File: src/rtl/l2lf_pkg.sv
// ----------------------------------------------------------------------------
// l2lf_pkg
// shared types and constants of the layer-2 learning forwarder
// ----------------------------------------------------------------------------
package l2lf_pkg;

    localparam int unsigned TABLE_ENTRIES_DEF = 256;
    localparam int unsigned NUM_PORTS_DEF     = 8;
    localparam int unsigned MAC_W             = 48;
    localparam int unsigned PORT_W            = 3;
    localparam int unsigned STAMP_W           = 32;
    localparam int unsigned CFG_W             = 16;
    localparam int unsigned MASK_W            = 8;
    localparam int unsigned PADDR_W           = 3;
    localparam int unsigned PDATA_W           = 32;
    localparam int unsigned MCAST_BIT         = 40;

    localparam logic OP_FRAME = 1'b0;
    localparam logic OP_TICK  = 1'b1;

    localparam logic [PADDR_W-1:0] ADDR_AGING_TIME     = 3'd0;
    localparam logic [PADDR_W-1:0] ADDR_CHECK_INTERVAL = 3'd4;

    localparam logic [CFG_W-1:0] AGING_TIME_RST     = 16'd300;
    localparam logic [CFG_W-1:0] CHECK_INTERVAL_RST = 16'd10;

    typedef enum logic [1:0] {
        DEC_MCAST    = 2'd0,
        DEC_UNKNOWN  = 2'd1,
        DEC_UNICAST  = 2'd2,
        DEC_FILTERED = 2'd3
    } decision_t;

    typedef struct packed {
        logic              opcode;
        logic [MAC_W-1:0]  src_mac;
        logic [MAC_W-1:0]  dst_mac;
        logic [PORT_W-1:0] ingress_port;
    } in_item_t;

    typedef struct packed {
        logic [MASK_W-1:0] egress_mask;
        logic [1:0]        decision;
    } out_item_t;

    typedef struct packed {
        logic [MAC_W-1:0]   mac;
        logic [PORT_W-1:0]  port;
        logic [STAMP_W-1:0] stamp;
    } entry_t;

    localparam int unsigned ENTRY_W = $bits(entry_t);

    typedef enum logic [2:0] {
        ST_IDLE,
        ST_LEARN,
        ST_WRITE,
        ST_SWEEP,
        ST_LOOK,
        ST_RESULT
    } state_t;

    typedef struct packed {
        logic tick;
        logic capture;
        logic scan_clear;
        logic scan_run;
        logic key_dst;
        logic learn_write;
        logic sweep_en;
        logic sweep_end;
        logic load_out;
    } cmd_t;

    typedef struct packed {
        logic in_tick;
        logic hit;
        logic last;
        logic sweep_due;
        logic mcast;
        logic out_free;
    } status_t;

endpackage

File: src/rtl/l2lf_ctrl.sv
// ----------------------------------------------------------------------------
// l2lf_ctrl
// frame sequencer: learn scan, learn write, aging sweep, lookup, result
// ----------------------------------------------------------------------------
module l2lf_ctrl (
    input  logic             aclk,
    input  logic             aresetn,
    input  logic             s_valid,
    output logic             s_ready,
    input  l2lf_pkg::status_t sts,
    output l2lf_pkg::cmd_t    cmd
);
    import l2lf_pkg::*;

    state_t state_reg, state_next;

    always_ff @(posedge aclk) begin
        if (!aresetn) begin
            state_reg <= ST_IDLE;
        end else begin
            state_reg <= state_next;
        end
    end

    always_comb begin
        state_next = state_reg;
        unique case (state_reg)
            ST_IDLE: begin
                if (s_valid && !sts.in_tick) state_next = ST_LEARN;
            end
            ST_LEARN: begin
                if (sts.hit || sts.last) state_next = ST_WRITE;
            end
            ST_WRITE: begin
                if (sts.sweep_due) state_next = ST_SWEEP;
                else if (sts.mcast) state_next = ST_RESULT;
                else state_next = ST_LOOK;
            end
            ST_SWEEP: begin
                if (sts.last) state_next = sts.mcast ? ST_RESULT : ST_LOOK;
            end
            ST_LOOK: begin
                if (sts.hit || sts.last) state_next = ST_RESULT;
            end
            ST_RESULT: begin
                if (sts.out_free) state_next = ST_IDLE;
            end
            default: state_next = ST_IDLE;
        endcase
    end

    always_comb begin
        cmd     = '0;
        s_ready = 1'b0;
        unique case (state_reg)
            ST_IDLE: begin
                s_ready        = 1'b1;
                cmd.tick       = s_valid && sts.in_tick;
                cmd.capture    = s_valid && !sts.in_tick;
                cmd.scan_clear = s_valid && !sts.in_tick;
            end
            ST_LEARN: begin
                cmd.scan_run = 1'b1;
            end
            ST_WRITE: begin
                cmd.learn_write = 1'b1;
                cmd.scan_clear  = 1'b1;
            end
            ST_SWEEP: begin
                cmd.scan_run   = 1'b1;
                cmd.sweep_en   = 1'b1;
                cmd.sweep_end  = sts.last;
                cmd.scan_clear = sts.last;
            end
            ST_LOOK: begin
                cmd.scan_run = 1'b1;
                cmd.key_dst  = 1'b1;
            end
            ST_RESULT: begin
                cmd.load_out = sts.out_free;
            end
            default: cmd = '0;
        endcase
    end
endmodule

File: config.mk
export PLATFORM = sky130hd
export DESIGN_NAME = l2lf_ctrl
export DESIGN_NICKNAME = d
export VERILOG_FILES = /design/src/rtl/l2lf_pkg.sv /design/src/rtl/l2lf_ctrl.sv
export SDC_FILE = /design/constraint.sdc
export NUM_CORES = 1
export LEC_CHECK = 0
export ABC_AREA = 1
export BUFFER_PORTS_ARGS = -buffer_cell sky130_fd_sc_hd__buf_2
export CORE_AREA = 2 2 39 41
export CTS_CLUSTER_SIZE = 24
export DETAILED_ROUTE_END_ITERATION = 10
export DIE_AREA = 0 0 41 43
export HOLD_SLACK_MARGIN = 0.06
export PLACE_DENSITY_LB_ADDON = 0.3
export SYNTH_ARGS = -nofsm -noshare
export SYNTH_HDL_FRONTEND = slang
export SYNTH_SLANG_ARGS = --single-unit
File: constraint.sdc
create_clock -name aclk -period 1.4 [get_ports aclk]
set_input_delay 0.14 -clock aclk [delete_from_list [all_inputs] [get_ports aclk]]
set_output_delay 0.14 -clock aclk [all_outputs]
set_load 0.01 [all_outputs]
---- Word level (Yosys, flattened, before mapping) ----
Cells that the tools add are included.
storage, ports and cells
  bits in registers ....................... 3
  input bits .............................. 9
  output and inout port bits .............. 10
cells by class
  eq/ne operators ......................... 10
  muxes and demuxes ....................... 16
  reduce and logical (&&, ||, !) cells .... 7
operator list
  cell                  count
  $mux W3               6
  $pmux W3 S6           1
  $ne A2 B2 Y1 const B  5
  $eq A3 B2 Y1 const B  2
  $eq A3 B3 Y1 const B  2
  $mux W1               6
  $reduce_and A5 Y1     1
  $mux W2               2
  $eq A3 B1 Y1 const B  1
  $logic_not A3 Y1      1
  $pmux W1 S3           1
  $reduce_or A3 Y1      1
  $logic_and A1 B1 Y1   2
  $logic_not A1 Y1      1
  $logic_or A1 B1 Y1    1

---- Longest topological paths before layout ----
Gate-level depths: netlist of run 1.
  depth after elaboration ................. 4
  gate-level depth with buffers ........... 8
  gate-level depth less buffers ........... 8

---- Least setup slack after synthesis of run 1 ----
Ideal clock, no wire load.
  kind .................................... register -> output
  start ................................... register state_reg[0]
  end ..................................... output port cmd[6] in the netlist's numbering
  data arrival time ....................... 1050 ps
  setup slack ............................. 210 ps
  stages on the path, launching flop included .. 7
  buffers on the path ..................... 0
  cell sequence ........................... dfxtp_1 > inv_2 > nand2_4 > nor2_4 > inv_2 > nor2_1 > or3_1
RTL lines
  element                   line             source
  start: declaration        l2lf_ctrl.sv:15  state_t state_reg, state_next;
  start signal: assignment  l2lf_ctrl.sv:21  state_reg <= state_next;
  end: declaration          l2lf_ctrl.sv:11  output l2lf_pkg::cmd_t cmd

==> results of run 1 <==
[through the flow]
step | hold WS (ps) | area (um^2)
after floorplan | 260 | 334
after detailed placement | 392 | 440
after CTS | 131 | 514
after global placement | 392 | 440
after global routing | 144 | 539
final | 138 | 539
[power groups by stage]
stage / Sequential [mW] / Combinational (mW) / Clock (mW)
CTS: 0.212 / 0.902 / 0.162
floorplan: 0.163 / 0.614 / 0
finish: 0.230 / 0.955 / 0.153
global route: 0.233 / 1.07 / 0.170
detailed placement: 0.180 / 0.794 / 0
global placement: 0.182 / 0.798 / 0
[cells in the mapped netlist]
master / count / area [um^2]
inv_1: 8 / 30.0
nand2_1: 18 / 67.6
nor3_1: 1 / 5.00
o21ai_0: 1 / 5.00
nand3_1: 3 / 15.0
dfxtp_1: 3 / 60.1
or3_1: 1 / 6.26
buf_6: 1 / 11.3
nand3_4: 1 / 17.5
inv_2: 3 / 11.3
nor2_1: 14 / 52.6
nand3b_1: 1 / 7.51
nand2_4: 1 / 11.3
nor2_2: 2 / 12.5
nor2_4: 1 / 11.3
nand3_2: 1 / 10.0
[area by class of cell]
type | count | area [um^2] | area share (%)
Tap cell | 16 | 20.0 | 3.71
Sequential cell | 3 | 68.8 | 12.8
Clock buffer | 4 | 26.3 | 4.87
Multi-Input combinational cell | 45 | 246 | 45.7
Inverter | 11 | 46.3 | 8.58
Timing Repair Buffer | 23 | 131 | 24.4
[worst paths after layout]
check                                                 end  slack [ps]  depth (start not counted)
worst min register to register  state_reg[0]$_SDFFE_PN0P_         600                          4
worst max-delay path                               cmd[6]         -30                          7
worst min-delay path            state_reg[1]$_SDFFE_PN0P_         140                          3
worst max register to register  state_reg[0]$_SDFFE_PN0P_          80                          8
[layer usage]
| layer | track usage, % | vias to the layer above |
|---|---|---|
| met3 | 4.71 | 4 |
| li1 | - | 231 |
| met5 | 0 | - |
| met2 | 17.8 | 21 |
| met1 | 10.3 | 169 |
| met4 | 10.0 | 0 |
[worst max-delay path, delay by kind of cell, from the launching register on]
kind                   cells  cell delay, ps
DFF                        1             370
buffers and inverters      3             240
and+or+nand+nor            4             440
[repair_timing]
item / 4_1_cts / 5_1_grt
endpoints found under the hold margin: 0 / 0
pin swaps: 1 / 0
resized for setup: 10 / 7
setup buffers: 3 / 1
endpoints found under the setup margin: 1 / 2
[cell families (layout without fill, tap and decap cells)]
family          after synthesis  after routing  synth area share [%]
simple gates                 44             44                  64.8
compound gates                1              1                  1.50
buf+inv                      12             38                  15.7
flops                         3              3                  18.0
==> results.md, run 1 <==
- HP Class: input pin to flip-flop
- Total track usage: 11.3%
- Sw Pwr: 664 uW
- Dpl ws: between 100 and 150 ps
- Syn nets: 69
- Area of the die: 1760 um^2
- Outcome: finished, violations left
- Worst Path Required: about 1300 ps
- Crit end category: primary output
- Clock network power share: a little under an eighth
- Crit path largest cell delay: ~370 ps
- CTS max path bufs: 2
- Clk_lat worst skew: roughly 240 ps
- # DRC: 0
- Final Skew: ~2.8 ps
- Power Dens Cells: around 2500 nW/um^2
- Die Ht: between 40 and 50 um
- Metal3 WL: slightly below 90 um
- Setup violators final: 1
- DP HPWL: roughly 680 um
- RSZ-0062 raised after global routing: true
- Switching part of the total: about half
- Combinational share of power: 71.4%
- Mean Syn Cell Area: between 5 and 6 um^2
- Hold path start: aresetn
- WL met2: around 400 um
- Critical path cell sequence: inv_4 -> nand2_4 -> nor2_4 -> inv_2 -> nor2_1 -> or3_1 -> buf_2
- Area Overhead vs Synth: 61.4%
- Gp weighted congestion: 0.734
- M1 WL: 362 um
- Worst-path clk slew: 40 ps
- Routed wire per std cell: about 8.7 um
- Cell Area, Synth: ~330 um^2
- Hold_buf cts: 0
- Setup WS post-layout: -25.1 ps
- Max Used Layer: met4
- DR vias/cell: between 4 and 5
- Clock root cell: clkbuf_4
- Setup CP Type: flip-flop to primary output
- Final Hold Fails: 0
- Initial antenna violation count: 0
- Flop pwr share: between 10% and 20%
- ANT cells: 0
- Rows: 14
- Yosys warnings: 0
- Critical Path Source: state_reg[1]$_SDFFE_PN0P_
- Pre-Repair DR Iteration Count: 4
- Slowest cell on crit path: dfxtp_2
- Initial DRC count: 5
- Clk sink count: 3
- Max Slew Vio Count: 0
- CP Max Fanout: 3
- Slew margin rel.: roughly 86%
- CTS buffer count: 3
- Seq cells post-synth: 3
- Placed insts: 94
- Sequential area share after synthesis: 18.0%
- H-Tree Level Count: 1
- Number of fill cells: roughly 170
- Internal power component: about 670 uW
- Non-filler cells, final: ~100
- Final core area utilization: between 30% and 40%
- TritonCTS clock tree: yes
- Final nets: 96
- First-pass GRT wire length: 1.29 mm
- CP startpoint kind: flip-flop
- I/O Pins: 19
- Max Cap Viol: 0
- Via count: roughly 430
- DRT Wirelength: just under 900 um
- Number of global-route vias before repair: between 300 and 400
- Flip-flop count of the largest register after layout: 3
- Port buffer count: 18
- Synth unique cells: 16
- Die X: about 40 um
- Leakage power: 0.329 nW
- Final TNS setup: -25.1 ps
- Tightest Pin Transition: ~210 ps
- Peak Freq: 0.702 GHz
- Most frequent cells in the layout: buf_2, nand2_1, nor2_1
- Pwr Total: ~1.3 mW
- Initial core utilization: 24.1%
- Cells after Synth: 60
- Pin count of the biggest net entering global routing: 7
- Worst r2r src: state_reg[0]$_SDFFE_PN0P_
- Share of layout cells above drive strength 1: between 50 and 60%
- Min cycle time layout: 1430 ps
- Critical Path AT: 1290 ps
- Peak VDD IR: between 0.0009 and 0.001 V
- Core Box Area: about 1400 um^2
- Grt ovf: 0
- Tcrit/Tclk final: 102%
- Failing checks: setup timing
- Most common cell after layout, fill and taps aside: buf_2
- Post-route ant nets: 0
Note: power is estimated with default switching activity, not from simulation.
==> run 2, diff against run 1 <==
Settings changed: CELL_PAD_IN_SITES_DETAIL_PLACEMENT set to 2, CELL_PAD_IN_SITES_GLOBAL_PLACEMENT set to 2, CORE_AREA 2 2 39 41 to not set, CORE_MARGIN set to 2, CORE_UTILIZATION set to 18, DIE_AREA 0 0 41 43 to not set.
==> results.md, run 2 (synthesis gave the netlist of run 1 again) <==
- TritonCTS clock tree: yes (unchanged)
- Post-DP Area: 474 um^2 (was 440 um^2)
- Clk_lat worst skew: 240 ps (about the same)
- RSZ-0062 raised after global routing: true (unchanged)
- Die Ht: 47.1 um (was 43 um)
- Pin count of the biggest net entering global routing: 7 (unchanged)
- Max Cap Viol: 0 (unchanged)
- Initial antenna violation count: 0 (unchanged)
- Grt ovf: 0 (unchanged)
- Post-route ant nets: 0 (unchanged)
- CP Max Fanout: 4 (was 3)
- Total track usage: 13.1% (was 11.3%)
- Initial DRC count: 2 (was 5)
- Routed wire per std cell: 11.8 um (was 8.67 um)
- Gp weighted congestion: 0.731 (was 0.734)
- Peak VDD IR: 0.000691 V (was 0.000967 V)
- Hold WS: 165 ps (was 138 ps)
- Setup WS post-layout: -98.9 ps (was -25.1 ps)
- Max Slew Vio Count: 0 (unchanged)
- ANT cells: 0 (unchanged)
- Number of fill cells: 239 (was 167)
- Pre-Repair DR Iteration Count: 2 (was 4)
- Tcrit/Tclk final: 107% (was 102%)
- Final Hold Fails: 0 (unchanged)
- # DRC: 0 (unchanged)
- Crit end category: primary output (unchanged)
- Most common cell after layout, fill and taps aside: buf_2 (unchanged)
- DP HPWL: 924 um (was 678 um)
- Critical Path AT: 1360 ps (was 1290 ps)
- Most frequent cells in the layout: buf_2, nand2_1, nor2_1, buf_4, inv_1 (was buf_2, nand2_1, nor2_1)
- Initial core utilization: 19.1% (was 24.1%)
- Worst-path clk slew: 40 ps (about the same)
- Leakage power: 0.349 nW (was 0.329 nW)
- Port buffer count: 18 (unchanged)
- Share of layout cells above drive strength 1: 55.9% (was 52.3%)
- I/O Pins: 19 (unchanged)
- CTS buffer count: 3 (unchanged)
- Min cycle time layout: 1500 ps (was 1430 ps)
- Hold_buf cts: 0 (unchanged)
- HP Class: input pin to flip-flop (unchanged)
- Power Dens Cells: 2500 nW/um^2 (was 2480 nW/um^2)
- Failing checks: setup timing (unchanged)
- Clk sink count: 3 (unchanged)
- Area Overhead vs Synth: 80.1% (was 61.4%)
- Die X: 47.1 um (was 41 um)
- Final Skew: 3.99 ps (was 2.79 ps)
- Outcome: finished, violations left (unchanged)
- H-Tree Level Count: 1 (unchanged)
- CTS max path bufs: 2 (unchanged)
- Rows: 15 (was 14)
- Final nets: 103 (was 96)
- Number of global-route vias before repair: 459 (was 366)
- Flip-flop count of the largest register after layout: 3 (unchanged)
- Setup CP Type: flip-flop to primary output (unchanged)
- Slew margin rel.: 85.4% (was 85.6%)
- Via count: 492 (was 425)
- Clock root cell: clkbuf_4 (unchanged)
- DRT Wirelength: 1.40 mm (was 884 um)
- Setup violators final: 1 (unchanged)
- Area of the die: 2220 um^2 (was 1760 um^2)
- Peak Freq: 0.667 GHz (was 0.702 GHz)
- Worst Path Required: 1260 ps (about the same)
- Design area: 602 um^2 (was 539 um^2)
- Tightest Pin Transition: 218 ps (was 214 ps)
- Core Box Area: 1750 um^2 (was 1380 um^2)
- CP startpoint kind: flip-flop (unchanged)
- DR vias/cell: 4.17 (about the same)
- First-pass GRT wire length: 1.96 mm (was 1.29 mm)
run 2: metrics by stage:
step | worst slack (ps) | instances | util (%) | setup TNS (ps) | power (mW)
after floorplan | 210 | 60 | - | 0 | 0.777
after global placement | 40.9 | 106 | 27.2 | 0 | 1.04
after detailed placement | 35.0 | 106 | 27.2 | 0 | 1.06
after CTS | -40.3 | 117 | 33.1 | -40.3 | 1.42
after global routing | -135 | 118 | 34.5 | -135 | 1.65
final | -98.9 | 118 | 34.5 | -98.9 | 1.50
run 2: worst paths after layout:
| kind | from | depth (start not counted) | endpoint | slack (ps) |
|---|---|---|---|---|
| hold / removal | aresetn | 3 | state_reg[2]$_SDFFE_PN0P_ | 160 |
| setup reg to reg | state_reg[1]$_SDFFE_PN0P_ | 8 | state_reg[1]$_SDFFE_PN0P_ | 110 |
| setup / recovery | state_reg[0]$_SDFFE_PN0P_ | 6 | cmd[6] | -100 |
| hold reg to reg | state_reg[0]$_SDFFE_PN0P_ | 4 | state_reg[0]$_SDFFE_PN0P_ | 600 |
run 2: metal layers:
metal  GRT usage [%]  share of wire [%]  wire, um
met3            3.46                3.3        46
met2            24.9                 55       768
met5               0                  0         0
met4            1.67                  0         0
met1            14.9                 42       582
run 2: final cells by class:
| class | count | area [um^2] | area share [%] |
|---|---|---|---|
| clock buffer | 4 | 26.3 | 4.37 |
| inverter | 11 | 46.3 | 7.69 |
| multi-input combinational | 45 | 239 | 39.7 |
| sequential | 3 | 68.8 | 11.4 |
| tap | 25 | 31.3 | 5.20 |
| timing repair buffer | 30 | 190 | 31.6 |
run 2: repair_timing:
item	CTS	global route
buffers inserted	7	1
pin swaps	2	2
endpoints found under the setup margin	3	3
gates resized for setup	11	6
run 2: critical path, stage by stage, from the launching register on:
cell     delay, ps
dfxtp_4        360
nand2_2         80
nor2_2          50
nand2_1         90
inv_2           50
or3_4          370
buf_6          130
run 2: power breakdown:
part | internal (mW) | switching, mW
logic | 0.515 | 0.613
clock network | 0.107 | 0.0505
registers | 0.149 | 0.0695
